$ cat config.mk
export PLATFORM = sky130hd
export DESIGN_NAME = positional_list_insert_remove
export DESIGN_NICKNAME = d
export VERILOG_FILES = /design/src/design/pli_pkg.sv /design/src/design/pli_ram.sv /design/src/design/pli_ctrl.sv /design/src/design/pli_dp.sv /design/src/design/positional_list_insert_remove.sv
export SDC_FILE = /design/constraint.sdc
export NUM_CORES = 2
export LEC_CHECK = 0
export ABC_AREA = 1
export BUFFER_PORTS_ARGS = -buffer_cell sky130_fd_sc_hd__buf_2
export CORE_ASPECT_RATIO = 1.2
export CORE_MARGIN = 1.5
export CORE_UTILIZATION = 40
export DETAILED_ROUTE_END_ITERATION = 7
export MAX_ROUTING_LAYER = met4
export SETUP_SLACK_MARGIN = 0.2
export SKIP_LAST_GASP = 1
export SYNTH_ARGS = -nofsm -noshare
export SYNTH_HDL_FRONTEND = slang
export SYNTH_SLANG_ARGS = --single-unit
$ cat constraint.sdc
create_clock -name clk_i -period 8.43 [get_ports clk_i]
set_clock_uncertainty 0.2 [all_clocks]
set_input_delay 0.4215 -clock clk_i [delete_from_list [all_inputs] [get_ports clk_i]]
set_output_delay 0.4215 -clock clk_i [all_outputs]
set_load 0.01 [all_outputs]
$ cat src/design/pli_pkg.sv
// Shared types and constants for the positional list block.
// Holds field widths, operation and status codes, and the controller/datapath structs.
// No dependencies.
package pli_pkg;

  // Default storage geometry.
  localparam int unsigned CAPACITY_DEF   = 64;
  localparam int unsigned WORD_WIDTH_DEF = 32;

  // Fixed widths of the request and result fields.
  localparam int unsigned LEN_W  = 7;
  localparam int unsigned MODE_W = 2;
  localparam int unsigned STS_W  = 2;
  localparam int unsigned DATA_W = 32;

  // Limit register value after reset.
  localparam logic [LEN_W-1:0] LIMIT_RESET = 7'd64;

  // Operation codes.
  localparam logic [MODE_W-1:0] MODE_INSERT = 2'd0;
  localparam logic [MODE_W-1:0] MODE_REMOVE = 2'd1;
  localparam logic [MODE_W-1:0] MODE_READ   = 2'd2;
  localparam logic [MODE_W-1:0] MODE_CLEAR  = 2'd3;

  // Status codes.
  localparam logic [STS_W-1:0] STS_OK    = 2'd0;
  localparam logic [STS_W-1:0] STS_FULL  = 2'd1;
  localparam logic [STS_W-1:0] STS_EMPTY = 2'd2;
  localparam logic [STS_W-1:0] STS_RANGE = 2'd3;

  // Commands from the controller to the datapath.
  typedef struct packed {
    logic req_load;  // capture the incoming request
    logic check;     // latch the status, set the shift index, apply clear
    logic move;      // write the word just read one place along
    logic place;     // write the inserted word and grow the list
    logic shrink;    // shorten the list after a removal
    logic out_load;  // load the result register
  } pli_cmd_t;

  // Status from the datapath to the controller.
  typedef struct packed {
    logic [MODE_W-1:0] mode;
    logic              op_ok;
    logic              at_end;
    logic              out_free;
  } pli_sts_t;

endpackage

$ cat src/design/pli_ram.sv
// Generic single-write, single-read RAM with a registered read port.
// No dependencies.
module pli_ram #(
  parameter int unsigned WIDTH = 32,
  parameter int unsigned DEPTH = 64,
  localparam int unsigned AW = (DEPTH > 1) ? $clog2(DEPTH) : 1
) (
  input  logic             clk_i,
  input  logic             we_i,
  input  logic [AW-1:0]    waddr_i,
  input  logic [WIDTH-1:0] wdata_i,
  input  logic [AW-1:0]    raddr_i,
  output logic [WIDTH-1:0] rdata_o
);

  logic [WIDTH-1:0] mem_q [DEPTH];
  logic [WIDTH-1:0] rdata_q;

  // Write port.
  always_ff @(posedge clk_i) begin
    if (we_i) begin
      mem_q[waddr_i] <= wdata_i;
    end
  end

  // Registered read port.
  always_ff @(posedge clk_i) begin
    rdata_q <= mem_q[raddr_i];
  end

  assign rdata_o = rdata_q;

endmodule

$ cat src/design/pli_ctrl.sv
// Controller of the positional list: sequences check, shift and result phases.
// Depends on pli_pkg for the command and status structs.
module pli_ctrl
  import pli_pkg::*;
(
  input  logic     clk_i,
  input  logic     rst_ni,
  input  logic     in_valid_i,
  output logic     in_stall_o,
  input  pli_sts_t sts_i,
  output pli_cmd_t cmd_o
);

  typedef enum logic [4:0] {
    S_IDLE  = 5'b00001,
    S_CHECK = 5'b00010,
    S_SHIFT = 5'b00100,
    S_MOVE  = 5'b01000,
    S_FIN   = 5'b10000
  } state_e;

  state_e state_q, state_d;

  // Next state and commands.
  always_comb begin
    state_d = state_q;
    cmd_o   = '0;
    unique case (state_q)
      S_IDLE: begin
        if (in_valid_i) begin
          cmd_o.req_load = 1'b1;
          state_d        = S_CHECK;
        end
      end
      S_CHECK: begin
        cmd_o.check = 1'b1;
        if (sts_i.op_ok && (sts_i.mode == MODE_INSERT || sts_i.mode == MODE_REMOVE)) begin
          state_d = S_SHIFT;
        end else begin
          state_d = S_FIN;
        end
      end
      S_SHIFT: begin
        // Either finish the operation or move one more entry.
        if (sts_i.at_end) begin
          cmd_o.place  = (sts_i.mode == MODE_INSERT);
          cmd_o.shrink = (sts_i.mode == MODE_REMOVE);
          state_d      = S_FIN;
        end else begin
          state_d = S_MOVE;
        end
      end
      S_MOVE: begin
        cmd_o.move = 1'b1;
        state_d    = S_SHIFT;
      end
      S_FIN: begin
        if (sts_i.out_free) begin
          cmd_o.out_load = 1'b1;
          state_d        = S_IDLE;
        end
      end
      default: begin
        state_d = S_IDLE;
      end
    endcase
  end

  // State register.
  always_ff @(posedge clk_i or negedge rst_ni) begin
    if (!rst_ni) begin
      state_q <= S_IDLE;
    end else begin
      state_q <= state_d;
    end
  end

  assign in_stall_o = (state_q != S_IDLE);

endmodule

$ cat src/design/pli_dp.sv
// Datapath of the positional list: request registers, length, shift index,
// entry store and result register. Depends on pli_pkg and pli_ram.
module pli_dp
  import pli_pkg::*;
#(
  parameter int unsigned CAPACITY   = CAPACITY_DEF,
  parameter int unsigned WORD_WIDTH = WORD_WIDTH_DEF
) (
  input  logic                     clk_i,
  input  logic                     rst_ni,
  input  logic                     cfg_we_i,
  input  logic [LEN_W-1:0]         cfg_wdata_i,
  input  logic [MODE_W-1:0]        mode_i,
  input  logic [LEN_W-1:0]         position_i,
  input  logic signed [DATA_W-1:0] value_i,
  input  logic                     out_stall_i,
  output logic                     out_valid_o,
  output logic [STS_W-1:0]         status_o,
  output logic signed [DATA_W-1:0] read_word_o,
  output logic [LEN_W-1:0]         list_length_o,
  output logic                     is_empty_o,
  output logic                     is_full_o,
  input  pli_cmd_t                 cmd_i,
  output pli_sts_t                 sts_o
);

  localparam int unsigned AW      = (CAPACITY > 1) ? $clog2(CAPACITY) : 1;
  localparam int unsigned LEN_MAX = (1 << LEN_W) - 1;
  localparam int unsigned LIM_MAX = (CAPACITY > LEN_MAX) ? LEN_MAX : CAPACITY;
  localparam logic [LEN_W-1:0] LIM_MAX_L = LEN_W'(LIM_MAX);
  localparam logic [LEN_W-1:0] LIM_MIN_L = LEN_W'(1);

  logic [LEN_W-1:0]      limit_q, lim_c;
  logic [MODE_W-1:0]     mode_q;
  logic [LEN_W-1:0]      pos_q;
  logic [WORD_WIDTH-1:0] word_q;
  logic [LEN_W-1:0]      count_q, count_d;
  logic [LEN_W-1:0]      idx_q, idx_d;
  logic [STS_W-1:0]      status_c;
  logic [STS_W-1:0]      status_q;
  logic                  out_valid_q, out_valid_d;
  logic [STS_W-1:0]      res_status_q;
  logic [DATA_W-1:0]     res_word_q;
  logic [LEN_W-1:0]      res_len_q;
  logic                  res_empty_q, res_full_q;
  logic                  full_c;

  logic                  ram_we;
  logic [AW-1:0]         ram_waddr, ram_raddr;
  logic [WORD_WIDTH-1:0] ram_wdata, ram_rdata;

  // Limit register, written by the configuration port.
  always_ff @(posedge clk_i or negedge rst_ni) begin
    if (!rst_ni) begin
      limit_q <= LIMIT_RESET;
    end else if (cfg_we_i) begin
      limit_q <= cfg_wdata_i;
    end
  end

  // The effective limit is held to the range one to the store depth, and at most LEN_MAX.
  always_comb begin
    priority if (limit_q == '0) begin
      lim_c = LIM_MIN_L;
    end else if (limit_q > LIM_MAX_L) begin
      lim_c = LIM_MAX_L;
    end else begin
      lim_c = limit_q;
    end
  end

  assign full_c = (count_q >= lim_c);

  // Request registers.
  always_ff @(posedge clk_i) begin
    if (cmd_i.req_load) begin
      mode_q <= mode_i;
      pos_q  <= position_i;
      word_q <= WORD_WIDTH'($unsigned(value_i));
    end
  end

  // Status of the latched request against the current length.
  always_comb begin
    status_c = STS_OK;
    unique case (mode_q)
      MODE_INSERT: begin
        if (full_c) begin
          status_c = STS_FULL;
        end else if (pos_q > count_q) begin
          status_c = STS_RANGE;
        end
      end
      MODE_REMOVE, MODE_READ: begin
        if (count_q == '0) begin
          status_c = STS_EMPTY;
        end else if (pos_q >= count_q) begin
          status_c = STS_RANGE;
        end
      end
      default: begin
        status_c = STS_OK;
      end
    endcase
  end

  always_ff @(posedge clk_i) begin
    if (cmd_i.check) begin
      status_q <= status_c;
    end
  end

  // List length.
  always_comb begin
    count_d = count_q;
    if (cmd_i.check && mode_q == MODE_CLEAR) begin
      count_d = '0;
    end else if (cmd_i.place) begin
      count_d = count_q + LEN_W'(1);
    end else if (cmd_i.shrink) begin
      count_d = count_q - LEN_W'(1);
    end
  end

  always_ff @(posedge clk_i or negedge rst_ni) begin
    if (!rst_ni) begin
      count_q <= '0;
    end else begin
      count_q <= count_d;
    end
  end

  // Shift index: insert walks down from the length, remove walks up from the position.
  always_comb begin
    idx_d = idx_q;
    if (cmd_i.check) begin
      idx_d = (mode_q == MODE_INSERT) ? count_q : pos_q;
    end else if (cmd_i.move) begin
      idx_d = (mode_q == MODE_INSERT) ? (idx_q - LEN_W'(1)) : (idx_q + LEN_W'(1));
    end
  end

  always_ff @(posedge clk_i) begin
    idx_q <= idx_d;
  end

  // Store addressing: the read port runs one step ahead of the write.
  always_comb begin
    unique case (mode_q)
      MODE_INSERT: ram_raddr = AW'(idx_q - LEN_W'(1));
      MODE_REMOVE: ram_raddr = AW'(idx_q + LEN_W'(1));
      default:     ram_raddr = AW'(pos_q);
    endcase
  end

  assign ram_we    = cmd_i.move | cmd_i.place;
  assign ram_waddr = AW'(idx_q);
  assign ram_wdata = cmd_i.place ? word_q : ram_rdata;

  pli_ram #(
    .WIDTH (WORD_WIDTH),
    .DEPTH (CAPACITY)
  ) u_ram (
    .clk_i   (clk_i),
    .we_i    (ram_we),
    .waddr_i (ram_waddr),
    .wdata_i (ram_wdata),
    .raddr_i (ram_raddr),
    .rdata_o (ram_rdata)
  );

  // Result register; it frees when the consumer takes the result.
  assign out_valid_d = cmd_i.out_load | (out_valid_q & out_stall_i);

  always_ff @(posedge clk_i or negedge rst_ni) begin
    if (!rst_ni) begin
      out_valid_q <= 1'b0;
    end else begin
      out_valid_q <= out_valid_d;
    end
  end

  always_ff @(posedge clk_i) begin
    if (cmd_i.out_load) begin
      res_status_q <= status_q;
      res_word_q   <= (mode_q == MODE_READ && status_q == STS_OK) ?
                      DATA_W'(ram_rdata) : '0;
      res_len_q    <= count_q;
      res_empty_q  <= (count_q == '0);
      res_full_q   <= full_c;
    end
  end

  // Status towards the controller.
  always_comb begin
    sts_o.mode     = mode_q;
    sts_o.op_ok    = (status_c == STS_OK);
    sts_o.at_end   = (mode_q == MODE_INSERT) ? (idx_q == pos_q) :
                     ((LEN_W + 1)'(idx_q) + (LEN_W + 1)'(1) == (LEN_W + 1)'(count_q));
    sts_o.out_free = ~out_valid_q | ~out_stall_i;
  end

  assign out_valid_o   = out_valid_q;
  assign status_o      = res_status_q;
  assign read_word_o   = $signed(res_word_q);
  assign list_length_o = res_len_q;
  assign is_empty_o    = res_empty_q;
  assign is_full_o     = res_full_q;

endmodule

$ cat src/design/positional_list_insert_remove.sv
// Top level of the positional list block: controller plus datapath.
// Depends on pli_pkg, pli_ctrl, pli_dp (and pli_ram through the datapath).
//
// An ordered list of up to CAPACITY words held in a RAM. Each request
// inserts, removes, reads or clears, and yields one result with status,
// read word, length and empty/full flags. Requests are handled one at a
// time; the list shift is done through the RAM, one entry at a time (read,
// then write): an insert moves the entries from its position to the end,
// a remove those after its position. A finished result waits in an output
// register; the next request is taken once that register can accept the
// result being worked on. The limit register may only be written while no
// request is in flight.
module positional_list_insert_remove
  import pli_pkg::*;
#(
  parameter int unsigned CAPACITY   = CAPACITY_DEF,
  parameter int unsigned WORD_WIDTH = WORD_WIDTH_DEF
) (
  input  logic                     clk_i,
  input  logic                     rst_ni,
  input  logic                     cfg_we_i,
  input  logic [LEN_W-1:0]         cfg_wdata_i,
  input  logic                     in_valid_i,
  output logic                     in_stall_o,
  input  logic [MODE_W-1:0]        mode_i,
  input  logic [LEN_W-1:0]         position_i,
  input  logic signed [DATA_W-1:0] value_i,
  output logic                     out_valid_o,
  input  logic                     out_stall_i,
  output logic [STS_W-1:0]         status_o,
  output logic signed [DATA_W-1:0] read_word_o,
  output logic [LEN_W-1:0]         list_length_o,
  output logic                     is_empty_o,
  output logic                     is_full_o
);

  pli_cmd_t cmd;
  pli_sts_t sts;

  // Sequencer.
  pli_ctrl u_ctrl (
    .clk_i      (clk_i),
    .rst_ni     (rst_ni),
    .in_valid_i (in_valid_i),
    .in_stall_o (in_stall_o),
    .sts_i      (sts),
    .cmd_o      (cmd)
  );

  // Storage and result logic.
  pli_dp #(
    .CAPACITY   (CAPACITY),
    .WORD_WIDTH (WORD_WIDTH)
  ) u_dp (
    .clk_i         (clk_i),
    .rst_ni        (rst_ni),
    .cfg_we_i      (cfg_we_i),
    .cfg_wdata_i   (cfg_wdata_i),
    .mode_i        (mode_i),
    .position_i    (position_i),
    .value_i       (value_i),
    .out_stall_i   (out_stall_i),
    .out_valid_o   (out_valid_o),
    .status_o      (status_o),
    .read_word_o   (read_word_o),
    .list_length_o (list_length_o),
    .is_empty_o    (is_empty_o),
    .is_full_o     (is_full_o),
    .cmd_i         (cmd),
    .sts_o         (sts)
  );

endmodule

[Yosys cells after proc, flatten, opt, wreduce, memory -nomap -nowiden]
Memories as Yosys holds them, arrays and structs flattened. A register that Yosys moved wholly into a read port is not among the register bits.
Index checks and enable logic that the tools add are counted.
W data, S select, Z words.
Storage, ports and cells
  memories: 1
  register bits after elaboration: 113
  word-level logic and storage cells: 88
  output and inout bits: 45
  RAM bits: 2048
Memory list
  u_dp.u_ram.mem_q: words 64, bits a word 32, read ports 1, clocked after Yosys merged registers in 1, wr ports 1, RTL line pli_ram.sv:16  | logic [WIDTH-1:0] mem_q [DEPTH];
Cells by class
  bitwise operators: 6
  muxes and demuxes: 32
  add/sub/neg operators: 5
  eq/ne operators: 13
  reduce and logical (&&, ||, !) cells: 13
  $lt $le $gt $ge: 4
Operators by type and width (count)
  $mux W7: 9
  $mux W32: 1
  $pmux W5 S5: 1
  $mux W5: 4
  $add A7 B1 Y7 const B: 2
  $ge A7 B7 Y1: 2
  $logic_not A7 Y1: 2
  $sub A7 B1 Y7 const B: 2
  $mux W2: 6
  $pmux W6 S2: 1
  $mux W1: 9
  $add A7 B1 Y8 const B: 1
  $eq A8 B7 Y1: 1
  $eq A7 B7 Y1: 1
  $gt A7 B7 Y1: 1
  $gt A7 B7 Y1 const B: 1
  $logic_not A2 Y1: 3
  $eq A5 B1 Y1 const B: 1
  $eq A5 B2 Y1 const B: 1
  $eq A5 B3 Y1 const B: 1
  $eq A5 B4 Y1 const B: 1
  $eq A5 B5 Y1 const B: 1
  $ne A5 B1 Y1 const B: 1
  $eq A2 B2 Y1 const B: 2
  other kinds (12): 18

[Longest topological paths before layout]
  word-level depth: 10
  mapped depth: 19
  gate-level depth less buffers: 18

[Cells and area by module]
A second synthesis with hierarchy kept.
Unflattened totals
  cell total of the unflattened synthesis: 7382
  area total of the unflattened synthesis: 88556.2 um2
By module, submodules not included
  pli_ram: cells each 6769, times used 1, area each 82738.1 um2
  pli_dp: cells each 567, times used 1, area each 5474.0 um2
  pli_ctrl: cells each 46, times used 1, area each 344.1 um2

[Worst setup path before layout]
Ideal clock, no wire load.
  path type: register -> register
  from: reg u_dp.mode_q[0]
  to: mem u_dp.u_ram.mem_q[0][10], data pin
  data required time: 7528 ps
  buffers on the path: 2
  clock period less this slack: 4960 ps
  slack: 3470 ps
  library setup time: 702 ps
  stages on the path, launching flop included: 12
  arrival: 4058 ps
  path through: edfxtp_1 -> inv_1 -> ha_1 -> buf_4 -> nand2_1 -> nor2_1 -> nand2_1 -> nor2_1 -> nand2_1 -> inv_2 -> clkbuf_1 -> o21ai_0
On the way
  word-level cells in the longest chain between the ends: 5
RTL lines
  start: declaration: RTL line pli_dp.sv:34  | logic [MODE_W-1:0] mode_q;
  start signal: assignment: RTL line pli_dp.sv:77  | mode_q <= mode_i;
  $logic_not A2 Y1 (*): RTL line pli_ctrl.sv:46, pli_dp.sv:198
  $mux W1: RTL line pli_dp.sv:198  | sts_o.at_end = (mode_q == MODE_INSERT) ? (idx_q == pos_q) :
  $mux W2 (*): RTL line pli_ctrl.sv:45  | if (sts_i.at_end) begin
  $mux W2 (*): RTL line pli_ctrl.sv:28  | unique case (state_q)
  $mux W32 (*): RTL line pli_dp.sv:158  | assign ram_wdata = cmd_i.place ? word_q : ram_rdata;
  via u_dp.ram_wdata[10]: RTL line pli_dp.sv:50  | logic [WORD_WIDTH-1:0] ram_wdata, ram_rdata;
  end: declaration: RTL line pli_ram.sv:16
The timed path passes the listed nets; every way through them passes the cells marked *.

[Worst setup path in the final report]
  from: reg u_dp.mode_q[1]
  to: reg u_dp.u_ram.rdata_q[25] (netlist: u_dp.u_ram.rdata_o[25]) (read register of u_dp.u_ram.mem_q)
On the way
  word-level cells in the longest chain between the ends: 2
  elaborated cells between the ends (all ways): 3
  classes of those cells: 1 x eq/ne; 1 x mux; 1 x reduce/logical
RTL lines
  $eq A2 B1 Y1 / $logic_not A2 Y1 (equally long branches): RTL line pli_dp.sv:149  | unique case (mode_q)
  $pmux W6 S2 (*): RTL line pli_dp.sv:149
  end: declaration: RTL line pli_ram.sv:17  | logic [WIDTH-1:0] rdata_q;
Every way passes the cells marked *; elsewhere a longest branch is shown, timed or not.
A chain may end at the register's enable or synchronous reset.

==> summary.md <==
| Metric | Value |
|---|---|
| Dpl hpwl | `156 mm` |
| Min-delay src | `value_i[27]` |
| Vias post-DR | `60300` |
| Post-CTS Setup Bufs | `0` |
| Main synth FF type | `edfxtp_1` |
| Critical Setup Path Class | `reg -> reg` |
| Post-route clock period utilization | `0.659` |
| Distinct cells, synth | `39` |
| Crit path largest cell delay | `680 ps` |
| Ports | `98` |
| Register Area | `65400 sq um` |
| Sw Pwr | `18.6 mW` |
| RSZ-0062 raised after global routing | `false` |
| Syn_nets | `7893` |
| Power Density | `408 nW/um^2` |
| Finish-stage setup viols | `0` |
| Syn. warnings | `0` |
| Fin crit period | `between 5000 and 6000 ps` |
| Die area | `231000 sq um` |
| Hold/Removal Path Class | `in -> reg` |
| Setup TNS | `0 ps` |
| Fillers | `~20000` |
| Die height | `around 530 um` |
| Cell-internal power | `~23 mW` |
| CTS HTree Levels | `4` |
| Post-synth EDFFs | `approximately 2100` |
| R2R Path End | `u_dp.u_ram.rdata_o[25]` |
| Worst VDD drop | `roughly 0.00042 V` |
| CTS tree | `built` |
| Overflow after GRT | `0` |
| WP buf/inv | `5` |
| Final GP Congestion | `0.908` |
| DR iter-0 viols | `7462` |
| Drt total wl | `281 mm` |
| Detail Route Antenna Nets | `0` |
| Cell area after synthesis | `91100 sq um` |
| Remaining routing DRC violations | `0` |
| Synth Instances | `7813` |
| DIE WIDTH | `439 um` |
| WHS Endpoint | `u_dp.word_q[27]` |
| Max-cap check violation count | `0` |
| Critical Path RT | `8950 ps` |
| Crit Path Max Fanout | `178` |
| Static Leak | `37.5 nW` |
| Clock sink total | `2193` |
| Layout area overhead | `12.4%` |
| Number of cells on the worst reg-to-reg path | `16` |
| WL/cell | `25.5 um` |
| Least-Margin Pin Slew | `around 1400 ps` |
| Number of global-route vias before repair | `about 57000` |
| F_max | `roughly 180 MHz` |
| Nets | `7919` |
| Type of origin of the critical path | `flop` |
| Clock share of power | `0.224` |
| Critical Path Sink Type | `flop` |
| Clk pin slew, worst setup/hold paths | `roughly 60 ps` |
| Skew-Pair Late Insertion Delay | `890 ps` |
| Final core utilization | `0.453` |
| First-pass GRT wire length | `approximately 400 mm` |
| Cell count of the worst hold path | `2` |
| Logic pwr share | `0.437` |
| R2r startpoint | `u_dp.mode_q[1]` |
| Most used cell, CP | `nand3_1` |
| Final Max Tran Viols | `0` |
| Core Region | `226000 sq um` |
| Antenna violations before repair | `13` |
| Post-synthesis sequential area ratio | `0.718` |
| Fraction of layout instances using a drive strength above 1 | `0.0883` |
| First drt pass iteration count | `8` |
| Gr usage total | `0.248` |
| Crit-path leading delay family | `simple AND/OR/NAND/NOR gates` |
| Max-slew headroom | `0.0810` |
| Critical Path Slowest Stage Cell | `nand2_8` |
| Num CTS Buffers | `roughly 210` |
| Root Buffer Master | `clkbuf_16` |
| Worst path cell trace | `inv_1 -> ha_1 -> buf_4 -> inv_2 -> nand2_4 -> nand2_1 -> nand2_8 -> buf_12 -> buf_4 -> nand2_1 -> nand3_1 -> nand3_1 -> nand3_1 -> nand3_1 -> nand3_1 -> nand2_1` |
| Sw frac | `0.445` |
| Multi-input gate area | `21900 sq um` |
| Synth async-reset ratio | `0.00912` |
| Largest net degree at the start of global routing | `just under 200` |
| PortBufs | `97` |
| Arrival @ worst endpoint | `6080 ps` |
| Sequential Power Share | `0.339` |
| Initial Util | `0.403` |
| Status | `completed` |
| Mean Syn Cell Area | `11.7 sq um` |
| Drt via density | `5.48` |
| FF-to-FF setup slack | `2880 ps` |
| Rows | `191` |
| Yosys reg bits | `2193` |
| Clock Tree Buf Depth | `3` |
| Final Hold Violating Endpoints | `0` |
-- stage by stage --
stage	instances	area [sq um]	hold slack (ps)	power, mW	worst slack (ps)
after floorplan	7813	91100	-74.1	25.2	3470
after global placement	10600	95000	207	32.3	3080
after detailed placement	10600	95000	217	32.4	3070
after CTS	11000	102000	8.07	41.7	3050
after global routing	11000	102000	44.3	43.5	2680
final	11000	102000	57.8	41.8	2880
-- what timing repair did --
action / 4_1_cts / 5_1_grt
resized for setup: 0 / 0
hold endpoints to repair: 72 / 0
hold buffers: 63 / 0
-- cells by family (layout without fill, tap and decap cells) --
logic type / Yosys count / count (layout) / synth area share
buffers and inverters: 1108 / 1310 / 0.0523
muxes: 4 / 4 / 0.000494
adders and majority gates: 27 / 27 / 0.00379
and+or+nand+nor: 3855 / 3855 / 0.176
other: 0 / 5 / 0
DFF: 2193 / 2193 / 0.718
AOI/OAI and AO/OA: 622 / 622 / 0.0488
xor gates and xnor gates: 4 / 4 / 0.000385
-- worst register-to-register path, stage by stage (launching register included) --
cell and delay [ps]:
edfxtp_1 450, inv_1 120, ha_1 150, buf_4 290
inv_2 210, nand2_4 240, nand2_1 190, nand2_8 690
buf_12 700, buf_4 700, nand2_1 110, nand3_1 80
nand3_1 90, nand3_1 140, nand3_1 490, nand3_1 500
nand2_1 90
-- placed cells by master, fill, tap and decap left out, types with 16 or more instances in the layout --
master / n
o211ai_1: 515
dfrtp_1: 18
clkbuf_1: 59
edfxtp_1: 2141
o21ai_0: 48
buf_2: 97
o21ai_4: 33
clkbuf_16: 217
nor2_4: 65
nor2_1: 78
clkinv_1: 42
nand3_1: 1034
nand2_1: 2573
dlygate4sd3_1: 63
buf_12: 16
inv_1: 632
buf_4: 98
ha_1: 26
clkinv_2: 36
dfxtp_1: 32
or2_2: 65
-- registers in the layout (all words and copies together), names as in the netlist --
| register | flops |
|---|---|
| u_dp.count_q | 7 |
| u_dp.out_valid_o | 1 |
| u_dp.status_o | 2 |
| u_dp.pos_q | 7 |
| u_dp.is_full_o | 1 |
| u_dp.status_q | 2 |
| u_dp.mode_q | 2 |
| u_dp.word_q | 32 |
| u_dp.is_empty_o | 1 |
| u_dp.u_ram.mem_q | 2048 |
| u_ctrl.state_q | 5 |
| u_dp.list_length_o | 7 |
| u_dp.read_word_o | 32 |
| u_dp.idx_q | 7 |
| u_dp.limit_q | 7 |
| u_dp.u_ram.rdata_o | 32 |
-- area by class of cell --
cell class | count | share of cell area
multi-input combinational | 4512 | 0.213
clock buffer | 280 | 0.0557
inverter | 645 | 0.0240
sequential | 2193 | 0.639
tap | 2991 | 0.0365
antenna | 5 | 0.000122
clock inverter | 111 | 0.0103
timing repair buffer | 274 | 0.0212
-- metal layers --
| layer | part of all wire | vias up | GRT usage |
|---|---|---|---|
| met3 | 0.078 | 574 | 0.0370 |
| met1 | 0.39 | 29900 | 0.313 |
| met4 | 0.055 | 0 | 0.123 |
| li1 | - | 27100 | - |
| met2 | 0.48 | 2737 | 0.388 |
| met5 | 0 | - | - |
-- how the worst max path moves through the flow --
stage / start / slack [ps] / endpoint / cells past startpoint
CTS: u_dp.mode_q[1] / 3050 / u_dp.u_ram.rdata_o[25] / 16
finish: u_dp.mode_q[1] / 2880 / u_dp.u_ram.rdata_o[25] / 16
global placement: u_dp.mode_q[1] / 3080 / u_dp.u_ram.rdata_o[25] / 16
detailed placement: u_dp.mode_q[1] / 3070 / u_dp.u_ram.rdata_o[25] / 16
floorplan: u_dp.mode_q[0] / 3470 / u_dp.u_ram.mem_q[0][10] / 11
global route: u_dp.mode_q[1] / 2680 / u_dp.u_ram.rdata_o[25] / 16
-- synth_stat cells (3+ instances only) --
master    count  area [sq um]
nand2_1    2574          9660
edfxtp_1   2141         64300
nand3_1    1039          5200
inv_1       632          2370
o211ai_1    515          3870
buf_2       362          1810
nor2_1      141           529
o21ai_0      80           400
or2_2        65           407
clkbuf_1     53           199
buf_4        40           300
dfxtp_1      32           641
ha_1         26           325
dfrtp_1      18           450
nand4_1      15          93.8
a21oi_1      12          60.1
inv_2        11          41.3
buf_1         8          30.0
a31oi_1       5          31.3
nor2_2        5          31.3
a211oi_1      4          30.0
mux2_2        4          45.0
nand2_2       4          25.0
nor3_1        4          20.0
nand3_2       3          30.0
xor2_1        3          26.3
-- power by group through the flow --
stage | registers, mW | logic, mW | clock network (mW)
finish | 14.2 | 18.2 | 9.37
floorplan | 14.4 | 10.8 | 0
global placement | 14.4 | 17.9 | 0
CTS | 14.2 | 18.1 | 9.48
global route | 14.1 | 19.5 | 9.86
detailed placement | 14.4 | 18.0 | 0
Power figures use the tool's default switching activity.
